**config.mk**
```make
export PLATFORM = sky130hd
export DESIGN_NAME = xml_whitespace_normalizer_core
export DESIGN_NICKNAME = d
export VERILOG_FILES = /design/src/rtl/core/xwn_pkg.sv /design/src/rtl/core/xml_whitespace_normalizer_core.sv /design/src/rtl/core/xwn_front.sv /design/src/rtl/core/xwn_queue.sv /design/src/rtl/core/xwn_back.sv
export SDC_FILE = /design/constraint.sdc
export NUM_CORES = 1
export LEC_CHECK = 0
export BUFFER_PORTS_ARGS = -buffer_cell sky130_fd_sc_hd__buf_2
export CORE_MARGIN = 3
export CORE_UTILIZATION = 58
export CTS_CLUSTER_DIAMETER = 30
export DETAILED_ROUTE_END_ITERATION = 8
export GPL_ROUTABILITY_DRIVEN = 0
export PLACE_DENSITY = 0.89
export SETUP_SLACK_MARGIN = 0.05
export SLEW_MARGIN = 20
export SYNTH_ARGS = -nofsm -noshare
export SYNTH_HDL_FRONTEND = slang
export SYNTH_SLANG_ARGS = --single-unit
```
**constraint.sdc**
```tcl
create_clock -name clock -period 2.7 [get_ports clock]
set_input_delay 0.27 -clock clock [delete_from_list [all_inputs] [get_ports clock]]
set_output_delay 0.27 -clock clock [all_outputs]
set_load 0.005 [all_outputs]
```
**src/rtl/core/xwn_pkg.sv**
```systemverilog
// ============================================================================
// xwn_pkg: shared types and constants of the whitespace normalizer
// Holds the channel payload types, the queue entry type, mode codes and the
// whitespace byte codes used by the front and back stages.
// ============================================================================
package xwn_pkg;

   // Mode register codes. The unused code acts as preserve.
   localparam logic [1:0] MODE_PRESERVE = 2'd0;
   localparam logic [1:0] MODE_REPLACE  = 2'd1;
   localparam logic [1:0] MODE_COLLAPSE = 2'd2;

   // Whitespace bytes.
   localparam logic [7:0] CHAR_SPACE = 8'h20;
   localparam logic [7:0] CHAR_TAB   = 8'h09;
   localparam logic [7:0] CHAR_LF    = 8'h0A;
   localparam logic [7:0] CHAR_CR    = 8'h0D;
   localparam logic [7:0] CHAR_NONE  = 8'h00;

   typedef struct packed {
      logic [7:0] char_in;
      logic       has_byte;
      logic       end_of_literal;
   } req_type;

   typedef struct packed {
      logic [7:0] char_out;
      logic       byte_valid;
      logic       last;
   } rsp_type;

   // One queue entry stands for all results of one input transaction:
   // an optional leading space, then the stored result.
   typedef struct packed {
      logic    space_first;
      rsp_type res;
   } entry_type;

   typedef struct packed {
      logic not_empty;
      logic not_full;
   } queue_status_type;

   function automatic logic is_ws(input logic [7:0] c);
      return (c == CHAR_SPACE) || (c == CHAR_TAB) || (c == CHAR_LF) || (c == CHAR_CR);
   endfunction

endpackage

```
**src/rtl/core/xml_whitespace_normalizer_core.sv**
```systemverilog
// ============================================================================
// xml_whitespace_normalizer_core: streaming whitespace normalizer
// Normalizes space, tab, LF and CR in text literals by a mode register.
// ============================================================================
// Usage:
// The req channel takes one byte of a literal per transaction, with has_byte
// telling whether char_in carries a byte and end_of_literal closing the
// literal. The rsp channel returns normalized bytes; last marks the final
// result of a literal, and a result with byte_valid low is a bare end marker.
// The csr port writes the 2-bit mode (0 preserve, 1 replace runs with one
// space, 2 collapse and trim ends, 3 acts as preserve). Write it only while
// the block is idle.
// An accepted request is written into the queue and from there loaded into
// the output register. The front accepts one transaction per cycle while
// the queue has room. Throughput is bound by the single output register:
// the back issues one result per cycle while the receiver takes them, so a
// byte with a leading held space gives two results, the space first.
// Reset clears the mode to preserve, the per-literal flags, the queue and
// the output register. When the receiver stalls, the output register holds
// its result, the queue fills, and req_ready drops once DEPTH entries wait.
// ============================================================================
module xml_whitespace_normalizer_core #(
   // Queue entries between front and back; at least 2.
   parameter int DEPTH = 4
) (
   input  logic             clock,
   input  logic             reset,
   input  logic             csr_wr_en,
   input  logic [1:0]       csr_wr_data,
   input  logic             req_valid,
   output logic             req_ready,
   input  xwn_pkg::req_type req_data,
   output logic             rsp_valid,
   input  logic             rsp_ready,
   output xwn_pkg::rsp_type rsp_data
);
   import xwn_pkg::*;

   // Front to queue: one entry per transaction that produces any result.
   logic             push;
   entry_type        push_data;
   // Queue to back: the head entry and a pop when it is fully issued.
   logic             pop;
   entry_type        head;
   queue_status_type q_status;

   xwn_front u_front (
      .clock       (clock),
      .reset       (reset),
      .csr_wr_en   (csr_wr_en),
      .csr_wr_data (csr_wr_data),
      .req_valid   (req_valid),
      .req_ready   (req_ready),
      .req_data    (req_data),
      .q_status    (q_status),
      .push        (push),
      .push_data   (push_data)
   );

   xwn_queue #(
      .DEPTH (DEPTH)
   ) u_queue (
      .clock     (clock),
      .reset     (reset),
      .push      (push),
      .push_data (push_data),
      .pop       (pop),
      .head      (head),
      .status    (q_status)
   );

   xwn_back u_back (
      .clock     (clock),
      .reset     (reset),
      .head      (head),
      .q_status  (q_status),
      .pop       (pop),
      .rsp_valid (rsp_valid),
      .rsp_ready (rsp_ready),
      .rsp_data  (rsp_data)
   );

   // The front only stalls when the queue is full.
   a_ready_tracks_queue: assert property (@(posedge clock) disable iff (reset)
      req_ready == q_status.not_full)
      else $error("req_ready does not follow queue space");

   // An end transaction always leaves an entry behind.
   a_end_pushes: assert property (@(posedge clock) disable iff (reset)
      (req_valid && req_ready && req_data.end_of_literal) |-> push)
      else $error("end of literal produced no entry");

   // A queued entry reaches the output register when it is free.
   a_issue_when_free: assert property (@(posedge clock) disable iff (reset)
      (q_status.not_empty && !rsp_valid) |=> rsp_valid)
      else $error("queued entry not issued");

endmodule

```
**src/rtl/core/xwn_front.sv**
```systemverilog
// ============================================================================
// xwn_front: accept and classify stage
// Holds the mode register and the per-literal flags, and turns each accepted
// transaction into at most one queue entry.
// ============================================================================
module xwn_front (
   input  logic                      clock,
   input  logic                      reset,
   input  logic                      csr_wr_en,
   input  logic [1:0]                csr_wr_data,
   input  logic                      req_valid,
   output logic                      req_ready,
   input  xwn_pkg::req_type          req_data,
   input  xwn_pkg::queue_status_type q_status,
   output logic                      push,
   output xwn_pkg::entry_type        push_data
);
   import xwn_pkg::*;

   logic [1:0] mode_ff, mode_in;
   logic       prev_was_space_ff, prev_was_space_in;
   logic       space_pending_ff, space_pending_in;
   logic       content_seen_ff, content_seen_in;
   logic       accept;
   logic       emit;
   logic       ws;
   entry_type  entry;

   assign req_ready = q_status.not_full;
   assign accept    = req_valid && req_ready;
   assign ws        = is_ws(req_data.char_in);

   always_comb begin
      emit              = 1'b0;
      entry.space_first = 1'b0;
      entry.res         = '{char_out: req_data.char_in, byte_valid: 1'b1, last: 1'b0};
      prev_was_space_in = prev_was_space_ff;
      space_pending_in  = space_pending_ff;
      content_seen_in   = content_seen_ff;
      mode_in           = csr_wr_en ? csr_wr_data : mode_ff;

      if (req_data.has_byte) begin
         case (mode_ff)
            MODE_REPLACE: begin
               if (ws) begin
                  emit               = !prev_was_space_ff;
                  entry.res.char_out = CHAR_SPACE;
                  prev_was_space_in  = 1'b1;
               end else begin
                  emit              = 1'b1;
                  prev_was_space_in = 1'b0;
               end
            end
            MODE_COLLAPSE: begin
               if (ws) begin
                  if (content_seen_ff) begin
                     space_pending_in = 1'b1;
                  end
               end else begin
                  emit              = 1'b1;
                  entry.space_first = space_pending_ff;
                  space_pending_in  = 1'b0;
                  content_seen_in   = 1'b1;
               end
            end
            default: begin
               emit = 1'b1;
            end
         endcase
      end

      if (req_data.end_of_literal) begin
         if (emit) begin
            entry.res.last = 1'b1;
         end else begin
            entry.res = '{char_out: CHAR_NONE, byte_valid: 1'b0, last: 1'b1};
         end
         prev_was_space_in = 1'b0;
         space_pending_in  = 1'b0;
         content_seen_in   = 1'b0;
      end
   end

   assign push      = accept && (emit || req_data.end_of_literal);
   assign push_data = entry;

   always_ff @(posedge clock) begin
      if (reset) begin
         mode_ff           <= MODE_PRESERVE;
         prev_was_space_ff <= 1'b0;
         space_pending_ff  <= 1'b0;
         content_seen_ff   <= 1'b0;
      end else begin
         mode_ff <= mode_in;
         if (accept) begin
            prev_was_space_ff <= prev_was_space_in;
            space_pending_ff  <= space_pending_in;
            content_seen_ff   <= content_seen_in;
         end
      end
   end

   // A pending space only exists after content has been seen.
   a_pending_needs_content: assert property (@(posedge clock) disable iff (reset)
      space_pending_ff |-> content_seen_ff)
      else $error("space pending without content");

   // A leading space is only queued ahead of a real byte.
   a_space_first_byte: assert property (@(posedge clock) disable iff (reset)
      (push && push_data.space_first) |-> push_data.res.byte_valid)
      else $error("leading space without byte");

   // Flags are cleared once a literal closes.
   a_flags_cleared: assert property (@(posedge clock) disable iff (reset)
      (accept && req_data.end_of_literal) |=>
      (!prev_was_space_ff && !space_pending_ff && !content_seen_ff))
      else $error("flags not cleared at end of literal");

endmodule

```
**src/rtl/core/xwn_queue.sv**
```systemverilog
// ============================================================================
// xwn_queue: entry queue between front and back
// A small register FIFO with head read at the read pointer.
// ============================================================================
module xwn_queue #(
   parameter int DEPTH = 4
) (
   input  logic                      clock,
   input  logic                      reset,
   input  logic                      push,
   input  xwn_pkg::entry_type        push_data,
   input  logic                      pop,
   output xwn_pkg::entry_type        head,
   output xwn_pkg::queue_status_type status
);
   import xwn_pkg::*;

   localparam int IDX_W = $clog2(DEPTH);
   localparam int CNT_W = $clog2(DEPTH + 1);

   entry_type          mem_ff [DEPTH];
   logic [IDX_W-1:0]   wr_ptr_ff, wr_ptr_in;
   logic [IDX_W-1:0]   rd_ptr_ff, rd_ptr_in;
   logic [CNT_W-1:0]   count_ff, count_in;

   function automatic logic [IDX_W-1:0] next_ptr(input logic [IDX_W-1:0] p);
      return (p == IDX_W'(DEPTH - 1)) ? '0 : p + 1'b1;
   endfunction

   assign head             = mem_ff[rd_ptr_ff];
   assign status.not_empty = (count_ff != '0);
   assign status.not_full  = (count_ff != CNT_W'(DEPTH));

   always_comb begin
      wr_ptr_in = push ? next_ptr(wr_ptr_ff) : wr_ptr_ff;
      rd_ptr_in = pop  ? next_ptr(rd_ptr_ff) : rd_ptr_ff;
      count_in  = count_ff;
      if (push && !pop) begin
         count_in = count_ff + 1'b1;
      end else if (pop && !push) begin
         count_in = count_ff - 1'b1;
      end
   end

   always_ff @(posedge clock) begin
      if (reset) begin
         wr_ptr_ff <= '0;
         rd_ptr_ff <= '0;
         count_ff  <= '0;
      end else begin
         wr_ptr_ff <= wr_ptr_in;
         rd_ptr_ff <= rd_ptr_in;
         count_ff  <= count_in;
      end
   end

   always_ff @(posedge clock) begin
      if (push) begin
         mem_ff[wr_ptr_ff] <= push_data;
      end
   end

   a_no_overflow: assert property (@(posedge clock) disable iff (reset)
      push |-> (status.not_full || pop))
      else $error("queue overflow");

   a_no_underflow: assert property (@(posedge clock) disable iff (reset)
      pop |-> status.not_empty)
      else $error("queue underflow");

   a_count_range: assert property (@(posedge clock) disable iff (reset)
      count_ff <= CNT_W'(DEPTH))
      else $error("queue count out of range");

endmodule

```
**src/rtl/core/xwn_back.sv**
```systemverilog
// ============================================================================
// xwn_back: result issue stage
// Drains queue entries into the output register, one result per cycle while
// the receiver takes them, splitting an entry with a leading space into two results.
// ============================================================================
module xwn_back (
   input  logic                      clock,
   input  logic                      reset,
   input  xwn_pkg::entry_type        head,
   input  xwn_pkg::queue_status_type q_status,
   output logic                      pop,
   output logic                      rsp_valid,
   input  logic                      rsp_ready,
   output xwn_pkg::rsp_type          rsp_data
);
   import xwn_pkg::*;

   logic    rsp_valid_ff, rsp_valid_in;
   rsp_type rsp_ff, rsp_in;
   logic    space_done_ff, space_done_in;
   logic    load;

   assign load = q_status.not_empty && (!rsp_valid_ff || rsp_ready);

   always_comb begin
      rsp_valid_in  = rsp_valid_ff && !rsp_ready;
      rsp_in        = rsp_ff;
      space_done_in = space_done_ff;
      pop           = 1'b0;
      if (load) begin
         rsp_valid_in = 1'b1;
         if (head.space_first && !space_done_ff) begin
            rsp_in        = '{char_out: CHAR_SPACE, byte_valid: 1'b1, last: 1'b0};
            space_done_in = 1'b1;
         end else begin
            rsp_in        = head.res;
            space_done_in = 1'b0;
            pop           = 1'b1;
         end
      end
   end

   always_ff @(posedge clock) begin
      if (reset) begin
         rsp_valid_ff  <= 1'b0;
         space_done_ff <= 1'b0;
      end else begin
         rsp_valid_ff  <= rsp_valid_in;
         space_done_ff <= space_done_in;
      end
   end

   always_ff @(posedge clock) begin
      rsp_ff <= rsp_in;
   end

   assign rsp_valid = rsp_valid_ff;
   assign rsp_data  = rsp_ff;

   // Half-issued entry stays at the head of the queue.
   a_space_done_head: assert property (@(posedge clock) disable iff (reset)
      space_done_ff |-> (q_status.not_empty && head.space_first))
      else $error("leading space issued but entry missing");

   // After the leading space the same entry's byte follows next.
   a_space_then_pop: assert property (@(posedge clock) disable iff (reset)
      (space_done_ff && load) |-> pop)
      else $error("entry not completed after leading space");

   a_bare_marker: assert property (@(posedge clock) disable iff (reset)
      (rsp_valid_ff && !rsp_ff.byte_valid) |-> (rsp_ff.last && rsp_ff.char_out == CHAR_NONE))
      else $error("bare end marker malformed");

endmodule

```
Word-level counts from Yosys, hierarchy flattened --
Memory sizes are Yosys's and may differ from the RTL's. A register that Yosys moved wholly into a read port is not among the register bits. Cells that the tools add are included.
Cells by class: add/subtract/negate cells 4, equality and inequality tests 11, multiplexer cells 36, reduce and logical (&&, ||, !) cells 26
Operators by type and width (number):
- == test 8 x 4 -> 1 bit, second input constant | 3
- 2-to-1 mux 1 bit | 24
- 2-to-1 mux 9 bit | 2
- 2-to-1 mux 8 bit | 2
- 2-to-1 mux 10 bit | 1
- == test 8 x 6 -> 1 bit, second input constant | 1
- 2-to-1 mux 2 bit | 4
- AND reduction 4 bit | 2
- nonzero test 2 bit | 4
- logical AND 1 bit | 7
- == test 2 bit, second input constant | 3
- logical NOT 1 bit | 6
- 2-to-1 mux 3 bit | 2
- logical OR 1 bit | 5
- adder 2 x 1 -> 2 bit, second input constant | 2
- adder 3 x 1 -> 3 bit, second input constant | 1
- != test 3 x 2 -> 1 bit, second input constant | 1
- != test 3 bit, second input constant | 1
- AND reduction 3 bit | 1
- nonzero test 3 bit | 1
- subtractor 3 x 1 -> 3 bit, second input constant | 1
- == test 2 x 1 -> 1 bit, second input constant | 1
- != test 2 bit, second input constant | 1
- one-hot mux 1 bit (2 select lines) | 1
Storage, ports and cells: register bits 24, RAM bits 44, input port bits 17, output and inout port bits 12, logic and storage cells 90, memories kept 1
Memories:
- u_queue.mem_ff | depth 4, bits a word 11, read ports 1, clocked after memory_dff 1, wr ports 1, RTL line xwn_queue.sv:21 | entry_type mem_ff [DEPTH];

Longest topological paths before layout --
Gate-level depths: netlist of the first run.
word-level depth 13, mapped depth 13, mapped depth without buffers 13

Hierarchy --
From an unflattened synthesis of the first run, not the netlist that was laid out.
Second synthesis, totals: cells, all modules 199, area total of the unflattened synthesis 2995.4 µm²
Modules (own cells, without submodules):
- xwn_queue | instances 1, cells each 102, area each 2030.7 µm², sequential area each 1501.4 µm²
- xwn_front | instances 1, cells each 65, area each 486.7 µm², sequential area each 100.1 µm²
- xwn_back | instances 1, cells each 32, area each 478.0 µm², sequential area each 340.3 µm²

Least setup slack after synthesis of the first run --
No wires, ideal clock.
kind register -> register, from register u_front.mode_ff[1], to register u_queue.count_ff[2], library setup time 0.070 ns, arrival 2.391 ns, required time 2.630 ns, setup slack 0.240 ns, stages on the path, launching flop included 14, buffers on the path 0, period minus slack after synthesis 2.460 ns, path through dfxtp_1 -> inv_1 -> ha_1 -> nand2_1 -> a31o_2 -> and2_1 -> a21o_2 -> inv_2 -> ha_1 -> inv_1 -> fa_1 -> xor2_1 -> or3_1 -> a21oi_1
On the way: cells in the longest elaborated chain, start to end 8, elaborated cells on any way between the ends 11, classes of those cells eq/ne: 2; mux: 3; reduce/logical: 6
Ends and longest elaborated chain:
- start: declaration | RTL line xwn_front.sv:20 | logic [1:0] mode_ff, mode_in;
- start signal: assignment | RTL line xwn_front.sv:94 | mode_ff <= mode_in;
- == test 2 bit or == test 2 x 1 -> 1 bit (tied branches) | RTL line xwn_front.sv:43 | case (mode_ff)
- one-hot mux 1 bit (2 select lines) (*) | RTL line xwn_front.sv:43
- 2-to-1 mux 1 bit (*) | RTL line xwn_front.sv:42 | if (req_data.has_byte) begin
- logical OR 1 bit (*) | RTL line xwn_front.sv:84 | assign push = accept && (emit || req_data.end_of_literal);
- logical AND 1 bit (*) | RTL line xwn_front.sv:84
- named net push | RTL line xml_whitespace_normalizer_core.sv:40 | logic push;
- logical NOT 1 bit | RTL line xwn_queue.sv:40 | end else if (pop && !push) begin
- logical AND 1 bit | RTL line xwn_queue.sv:40
- nonzero test 2 bit (no line)
- end signal: assignment | RTL line xwn_queue.sv:53 | count_ff <= count_in;
- end: declaration | RTL line xwn_queue.sv:24 | logic [CNT_W-1:0] count_ff, count_in;
The timed path passes the listed nets; every way through them passes the cells marked *. A chain may end at the register's enable or synchronous reset.

Worst setup path in the final report of the first run --
Same ends and word-level chain as after synthesis.

==> impl_results.md, run 1 <==
- Vias post-DR: between 1500 and 2000
- Global-route wire length before repair: roughly 8600 um
- Least-Margin Pin Slew: 441 ps
- Number of synthesized flops with an enable pin: 54
- Final Hold Fails: 0
- Final Max Tran Viols: 0
- Largest net degree at the start of global routing: 17
- Die W: roughly 77 um
- Required @ worst endpoint: roughly 3000 ps
- Startpoint types: flop
- Drt first pass iters: 5
- Minimum clock period: 2620 ps
- TNS Setup: 0 ps
- Leakage: between 1 and 1.5 nW
- Crit path capture type: flop
- Fmax: about 380 MHz
- Antenna violations before repair: 0
- Count of state elements after synthesis: 70
- Vias in the first global route: around 1800
- Initial Util: 60.9%
- Mapped Cells: between 150 and 200
- Ratio of cells with drive above 1 in the final layout: 36.9%
- Worst hold endpoint: u_front.mode_ff[0]
- Async set or reset register ratio after synthesis: 0%
- Clock sink total: 70
- Max-cap violations: 0
- Ant diodes: 0
- CTS clk-pin slew, worst paths: roughly 70 ps
- VDD IR max: between 0.6 and 0.7 mV
- Setup Crit Path Kind: reg -> reg
- Register area share after synthesis: between 60 and 70%
- Grt met2 use: between 30% and 40%
- Netlist cell types: 39
- H-tree depth: 3
- Hold-fix buffers, CTS: 0
- Final nets: ~270
- Commonest cells after routing, fill and taps aside: edfxtp_1 (54), buf_2 (28), dfxtp_1 (14), nor2_1 (13)
- Syn nets: between 200 and 250
- Hold Path Depth: 3
- Grt peak-use layer: met2
- YS warnings: 0
- CTS tree: yes
- Met3 Usage GRT: approximately 6%
- # port buffers: 28
- R2R cell count: 12
- Mapped cell area: 0.00293 mm^2
- Worst rel slew slack: 70.3%
- Tcrit/Tclk final: 96.9%
- Area Growth Syn to Fin: 17.5%
- Full die area: between 0.005 and 0.006 mm^2
- Run status: complete, no violations
- CTS Buf Count: 9
- Ys flop type: edfxtp_1
- Post-route ant nets: 0
- Hold WC Path Type: in -> reg
- CTS max path bufs: 2
- R2r startpoint: u_front.mode_ff[1]
- Most common cell after layout, fill and taps aside: edfxtp_1
- DRC Markers: 0
- Met1 usage: between 20 and 25%
- Post-Route WL: ~5200 um
- Wire length per cell: 16.8 um
- Hold_ws: ~170 ps
- Worst skew pair latency: 340 ps
- Crit-path max FO: 4
- Data arrival time of the worst path: just under 3000 ps
- Syn Area/Cell: roughly 15 um^2
- Clk root buf: clkbuf_8
- RR Endpoint: u_queue.count_ff[2]
- Total track usage: between 10% and 20%
- DR iter-0 viols: 74
- Clock skew: between 8 and 9 ps
- Core area: a little under 0.005 mm^2
- Post-DP HPWL: around 3400 um
- Rows: 25
- R2R Setup Slk: about 83 ps
- Cell area power density: 910 mW/mm^2
- Hold Path Origin: csr_wr_data[0]
- IO Count: 29
- Height of the die: 77.1 um
- Post-DR vias/cell: around 5.4
- Final setup vio count: 0
- Global route total overflow: 0
## through the flow
stage          total power [mW]  setup WS, ps  cells  util [%]  instance area (um^2)
2_1_floorplan              2.06           240    193         -                  2930
4_1_cts                    3.10          54.6    306      69.8                  3360
5_1_grt                    3.31         -39.1    311      71.5                  3440
6_report                   3.14          83.1    311      71.5                  3440
3_5_place_dp               2.33         -42.3    290      65.9                  3180
3_3_place_gp               2.29          62.5    290      65.9                  3180
## worst max path at each step
| stage | depth (start not counted) | endpoint | from | slack [ps] |
|---|---|---|---|---|
| 2_1_floorplan | 13 | u_queue.count_ff[2] | u_front.mode_ff[1] | 240 |
| 3_3_place_gp | 13 | u_queue.count_ff[2] | req_data[2] | 60 |
| 3_5_place_dp | 13 | u_queue.count_ff[2] | req_data[2] | -40 |
| 4_1_cts | 13 | u_queue.count_ff[2] | u_front.mode_ff[1] | 50 |
| 5_1_grt | 12 | u_queue.count_ff[2] | u_front.mode_ff[1] | -40 |
| 6_report | 12 | u_queue.count_ff[2] | u_front.mode_ff[1] | 80 |
## flip-flops by register name, indices dropped and copies added, names as in the netlist, named ones only
name	count
u_queue.count_ff	3
u_queue.wr_ptr_ff	2
u_back.rsp_valid	1
u_front.prev_was_space_ff	1
u_front.content_seen_ff	1
u_queue.mem_ff	44
u_front.mode_ff	2
u_back.rsp_data	10
u_front.space_pending_ff	1
u_back.space_done_ff	1
u_queue.rd_ptr_ff	2
## cell usage after synthesis, types with 4 or more instances
library cell | number | area, um^2
edfxtp_1 | 54 | 1620
dfxtp_1 | 16 | 320
nor2_1 | 14 | 52.6
inv_1 | 11 | 41.3
mux4_2 | 11 | 248
nor2b_1 | 9 | 56.3
and2_1 | 8 | 50.1
ha_1 | 8 | 100
nand2_1 | 8 | 30.0
a21oi_1 | 7 | 35.0
mux2i_1 | 5 | 50.1
and3_2 | 4 | 30.0
## per-layer routing
layer  wire (um)  vias up
met4         103        0
met2        2700       51
met1        2140      812
met3         276       10
met5           0        -
li1            -      799
## logic make-up (layout without fill, tap and decap cells)
family,count (synthesis),count (layout),share of synthesized area [%]
flip-flops,70,70,66.2
AND/OR/NAND/NOR,59,59,11.4
AO/OA/AOI/OAI,19,19,4.27
multiplexers,18,18,11.1
buffers and inverters,16,67,2.35
adder cells (fa/ha/maj),9,9,4.10
XOR/XNOR,2,2,0.598
## power breakdown
part	switching, mW	internal, mW	leakage (nW)
clock network	0.355	0.384	0.0877
registers	0.0827	1.41	0.631
logic	0.472	0.436	0.566
total	0.909	2.23	1.28
## repair_timing
action	in CTS	in global routing
gates resized for setup	3	12
setup endpoints to repair	1	1
pin swaps	1	5
setup buffers	0	5
## final cells by class
type / count / area (um^2)
tap: 67 / 83.8
clock buffer: 15 / 166
sequential: 70 / 1940
multi-input combinational: 107 / 975
clock inverter: 1 / 5.00
fill: 313 / 1370
inverter: 12 / 47.5
timing repair buffer: 39 / 223
## critical path, cell delays in order, from the launching register on
cell      delay [ps]
dfxtp_2          340
buf_4            100
ha_1             150
a21boi_0         280
o21ai_2          130
a21o_4           240
inv_4             70
ha_4             140
inv_2             40
fa_2             340
xor2_1           160
or3_1            390
a21oi_2          170
Power figures use the tool's default switching activity.
==> run 2: changes to the inputs <==
--- a/config.mk
+++ b/config.mk
@@ -11,9 +11,10 @@
 export CTS_CLUSTER_DIAMETER = 30
 export DETAILED_ROUTE_END_ITERATION = 8
 export GPL_ROUTABILITY_DRIVEN = 0
+export GPL_TIMING_DRIVEN = 0
 export PLACE_DENSITY = 0.89
-export SETUP_SLACK_MARGIN = 0.05
-export SLEW_MARGIN = 20
+export SETUP_SLACK_MARGIN = 0.5
+export SLEW_MARGIN = 30
 export SYNTH_ARGS = -nofsm -noshare
 export SYNTH_HDL_FRONTEND = slang
 export SYNTH_SLANG_ARGS = --single-unit
==> run 2 against run 1 <==
  * Register-to-register slack better by 180 ps
  * Sequential share of layout area decreased by 1.8 points
  * Clock skew decreased by 1.5 ps
  * Clock power shrank 2%
  * Non-clock buffer count rose by 7
  * Largest cell class unchanged
==> impl_results.md, run 2 (synthesis results as in run 1) <==
- Run status: complete, no violations
- H-tree depth: 3
- Antenna violations before repair: 0
- CP bufs+invs: 3
- Drt first pass iters: 4
- # port buffers: 28
- Leakage: 1.33 nW
- Post-placement worst setup slack: between 15 and 20 ps
- Post-DR vias/cell: about 5.5
- Wire length per cell: roughly 18 um
- CTS max path bufs: 2
- Data arrival time of the worst path: approximately 2700 ps
- Initial Util: roughly three fifths
- Die W: ~77 um
- Final Hold Fails: 0
- Worst skew pair latency: ~340 ps
- Vias post-DR: around 1700
- Crit path max-delay cell type: dfxtp_4
- Fmax: a little over 400 MHz
- Critical path, cell by cell: inv_1 -> ha_4 -> a21boi_4 -> o21ai_4 -> a21o_4 -> inv_4 -> ha_4 -> inv_2 -> fa_2 -> xor2_2 -> or3_1 -> a21oi_2
- Hold-fix buffers, CTS: 0
- Final setup vio count: 0
- TNS Setup: 0 ps
- Largest net degree at the start of global routing: 13
- Global route total overflow: 0
- Global-route wire length before repair: approximately 8500 um
- Cell area power density: 903 mW/mm^2
- Pwr Total: ~3.2 mW
- Least-Margin Pin Slew: a little over 600 ps
- Required @ worst endpoint: just under 3000 ps
- Delay-heaviest family, CP: compound AO/OA/AOI/OAI gates
- Final nets: 272
- Total track usage: between 10% and 20%
- Setup Crit Path Kind: reg -> reg
- Startpoint types: flop
- Clock skew: ~7 ps
- Post-DP HPWL: between 3000 and 4000 um
- Crit-path max FO: 3
- Clk root buf: clkbuf_8
- Most common cell after layout, fill and taps aside: edfxtp_1
- Final Max Tran Viols: 0
- Commonest cells after routing, fill and taps aside: edfxtp_1 (54), buf_2 (28), buf_4 (14), nor2_1 (13), dfxtp_1 (13)
- Ratio of cells with drive above 1 in the final layout: between 40% and 50%
- Most frequent CP cell: ha_4
- Worst rel slew slack: 58.5%
- RSZ-0062 raised after global routing: yes
- Min setup slack post-route: around 270 ps
- Clock sink total: 70
- VDD IR max: between 0.7 and 0.8 mV
- Slowest Stage Delay on Critical Path: around 360 ps
- Area Growth Syn to Fin: 21.6%
- CTS clk-pin slew, worst paths: 70 ps
- CTS Buf Count: 9
- DR iter-0 viols: around 170
- Largest register FFs: 44
- Reg with most FFs: u_queue.mem_ff
- Tcrit/Tclk final: around 90%
- Hold WC Path Type: in -> reg
- DRC Markers: 0
- Ant diodes: 0
- Rows: 25
- CTS tree: yes
- Post-route ant nets: 0
- IO Count: 29
- Vias in the first global route: roughly 1800
- Full die area: 0.00594 mm^2
- Post-Route WL: between 5000 and 6000 um
- Crit path capture type: flop
- Core area: between 0.004 and 0.005 mm^2
- Max-cap violations: 0
- Height of the die: a little under 80 um
- Minimum clock period: 2430 ps
-- run 2: cell types whose count changed in the layout (fill, tap and decap cells not counted), sizes merged --
cell    before  now
buf         39   44
clkbuf      15   16
clkinv       1    2
-- run 2: layout make-up --
cell class,count,area [um^2]
Buffer,4,23.8
Clock buffer,14,153
Clock inverter,2,10.0
Fill cell,297,1250
Inverter,12,47.5
Multi-Input combinational cell,107,1050
Sequential cell,70,1950
Tap cell,67,83.8
Timing Repair Buffer,42,251
-- run 2: per-stage QoR --
step	hold WS, ps	instances	utilization [%]	area, um^2
after global placement	452	288	65.9	3170
after detailed placement	468	288	65.9	3170
after CTS	151	311	71.0	3420
final	160	318	74.0	3570
after floorplan	343	193	-	2950
after global routing	161	318	74.0	3570
-- run 2: worst min-delay path, cell delays in order --
cell and delay [ps]:
buf_2 70, mux2i_1 50, nor2_1 70
-- run 2: repair_timing --
item / in CTS / in global routing
gates resized for setup: 11 / 19
setup buffers: 7 / 7
pin swaps: 7 / 13
setup endpoints to repair: 35 / 24
-- run 2: worst paths after layout --
kind,startpoint,to,slack [ps],cells past startpoint
worst max register to register,u_front.mode_ff[0],u_queue.count_ff[2],270,12
worst min register to register,u_front.content_seen_ff,u_front.content_seen_ff,500,2
worst min-delay path,csr_wr_data[0],u_front.mode_ff[0],160,3
worst max-delay path,u_front.mode_ff[0],u_queue.count_ff[2],270,12
-- run 2: routing by layer --
layer	global-route usage (%)	up-vias	wire length [um]
met3	3.76	17	249
met5	0	-	0
met1	22.0	860	2250
met2	33.3	47	3050
met4	12.5	0	163
li1	-	812	-
-- run 2: where the power goes --
group,switching (mW),internal [mW],total (mW)
combinational,0.508,0.498,1.01
clock,0.364,0.357,0.721
sequential,0.0849,1.41,1.49
total,0.957,2.26,3.22
==> run 3: changes to the inputs <==
==> constraint.sdc (replaced) <==
create_clock -name clock -period 2.4 [get_ports clock]
set_input_delay 0.24 -clock clock [delete_from_list [all_inputs] [get_ports clock]]
set_output_delay 0.24 -clock clock [all_outputs]
set_load 0.005 [all_outputs]
==> run 3 against run 2 <==
  * Combinational power is 14% higher
  * Register-to-register slack worse by 240 ps
  * Hold slack got worse by 15 ps
  * Clock skew up 0.63 ps
  * Sequential cell count stayed put
  * Sequential power rose by 12%
  * Critical path depth up 1
  * Fmax rose by 2.6%
  * Count of clock-buffer cells in the layout shrank 2
  * Global-route usage is 1.5 points higher
  * Clock power is 25% higher
==> impl_results.md, run 3 (synthesis results as in run 1) <==
- Antenna violations before repair: 0
- CTS max path bufs: 2
- R2R cell count: 13
- Most common cell after layout, fill and taps aside: edfxtp_1
- Area of the multi-input gates: roughly 0.0010 mm^2
- Full die area: between 0.005 and 0.006 mm^2
- Placed instance area: 0.00318 mm^2
- Wire length per cell: ~18 um
- Area Growth Syn to Fin: 21.9%
- Worst skew pair latency: roughly 340 ps
- Design area: around 0.0036 mm^2
- VDD IR max: 0.712 mV
- Cell area power density: 1040 mW/mm^2
- Setup Crit Path Kind: reg -> reg
- Max-cap violations: 0
- Clk root buf: clkbuf_8
- Rows: 25
- Final Hold Fails: 0
- Reg area: slightly below 0.002 mm^2
- CTS clk-pin slew, worst paths: approximately 70 ps
- Initial Util: between 60% and 70%
- H-tree depth: 3
- Fmax: 422 MHz
- Hold WC Path Type: in -> reg
- Post-placement cell count: between 200 and 300
- Vias in the first global route: ~1800
- IO Count: 29
- Clock skew: about 7.7 ps
- Post-route ant nets: 0
- DR iter-0 viols: 150
- CP bufs+invs: 3
- Ant diodes: 0
- Reg with most FFs: u_queue.mem_ff
- Data arrival time of the worst path: 2650 ps
- Required @ worst endpoint: between 2000 and 3000 ps
- Fin cells: around 320
- Startpoint types: flop
- Slowest Stage Delay on Critical Path: 360 ps
- Die W: a little under 80 um
- Largest register FFs: 44
- Largest net degree at the start of global routing: 13
- Commonest cells after routing, fill and taps aside: edfxtp_1 (54), buf_2 (28), nor2_1 (13), dfxtp_1 (13)
- Delay-heaviest family, CP: adder cells
- Tcrit/Tclk final: roughly 100%
- RSZ-0062 raised after global routing: yes
- Crit path max-delay cell type: fa_2
- Vias post-DR: 1754
- Worst rel slew slack: 58.5%
- Hold Path Origin: csr_wr_data[1]
- R2r startpoint: u_front.mode_ff[1]
- Hold Path Depth: 3
- Final Max Tran Viols: 0
- Crit-path max FO: 2
- Minimum clock period: ~2400 ps
- Run status: complete, no violations
- Drt first pass iters: 4
- Clock sink total: 70
- RR Endpoint: u_queue.count_ff[2]
- Crit path capture type: flop
- Total track usage: 20.8%
- Filler cells: approximately 300
- Final setup vio count: 0
- Post-DP HPWL: between 3000 and 4000 um
- Ratio of cells with drive above 1 in the final layout: about two fifths
- CTS tree: yes
- DRC Markers: 0
- Height of the die: about 77 um
- Post-DR vias/cell: ~5.5
- Global-route wire length before repair: ~9000 um
- CTS Buf Count: 9
- Least-Margin Pin Slew: ~620 ps
- Global route total overflow: 0
- Critical path, cell by cell: inv_2 -> ha_4 -> nand2_1 -> a31o_2 -> and2_4 -> a21o_4 -> inv_4 -> ha_4 -> inv_2 -> fa_2 -> xor2_2 -> or3_1 -> a21oi_1
- # port buffers: 28
- Core area: roughly 0.0048 mm^2
- Worst hold endpoint: u_front.mode_ff[1]
- R2R Setup Slk: ~28 ps
- Final nets: 273
- Post-Route WL: roughly 5700 um
- Leakage: 1.34 nW
-- run 3: cell types whose count changed in the layout (fill, tap and decap cells not counted), sizes merged --
cell / previous run / this run
clkbuf: 16 / 13
clkinvlp: 0 / 1
bufinv: 0 / 1
and2: 9 / 13
buf: 44 / 42
-- run 3: worst register-to-register path, delay by kind of cell, from the launching register on --
kind	cells	cell delay (ps)
flops	1	320
buf+inv	3	160
xor+xnor	1	150
fa+ha+maj	3	610
compound gates	3	560
simple gates	3	520
-- run 3: layout make-up --
cell class	instances	area share, %
timing repair buffer	39	6.51
clock inverter	4	1.33
sequential	70	54.5
clock buffer	12	3.78
multi-input combinational	111	29.3
tap	67	2.35
buffer	4	0.876
inverter	12	1.33
-- run 3: worst max path at each step --
stage | start | to | cells past startpoint
after floorplan | u_front.mode_ff[1] | u_queue.count_ff[2] | 13
after global placement | req_data[2] | u_queue.count_ff[2] | 13
after CTS | u_front.mode_ff[0] | u_queue.count_ff[2] | 12
after global routing | u_front.mode_ff[1] | u_queue.count_ff[2] | 13
final | u_front.mode_ff[1] | u_queue.count_ff[2] | 13
after detailed placement | req_data[2] | u_queue.count_ff[2] | 13
-- run 3: routing by layer --
| layer | vias up | global-route usage (%) | wire length, um |
|---|---|---|---|
| li1 | 821 | - | - |
| met1 | 867 | 25.2 | 2340 |
| met2 | 54 | 35.0 | 3000 |
| met3 | 12 | 4.34 | 250 |
| met4 | 0 | 11.0 | 143 |
| met5 | - | 0 | 0 |
-- run 3: what timing repair did --
| action | CTS | global route |
|---|---|---|
| pin swaps | 9 | 8 |
| gates cloned | 4 | 0 |
| hold buffers | 0 | 0 |
| setup endpoints to repair | 76 | 81 |
| gates resized for setup | 18 | 15 |
| setup buffers | 9 | 2 |
-- run 3: power by group --
part | internal [mW] | switching (mW) | leakage, nW
sequential | 1.58 | 0.0911 | 0.631
combinational | 0.573 | 0.574 | 0.618
clock | 0.478 | 0.422 | 0.0904
-- run 3: per-stage QoR --
stage	setup WS, ps	hold slack [ps]	total power [mW]	utilization [%]	TNS [ps]
finish	28.3	144	3.72	74.2	0
global route	-69.1	169	3.93	74.2	-69.1
CTS	30.9	132	3.67	72.7	0
detailed placement	-336	461	2.63	66.0	-640
global placement	-255	452	2.58	66.0	-483
floorplan	59.5	313	2.35	-	0
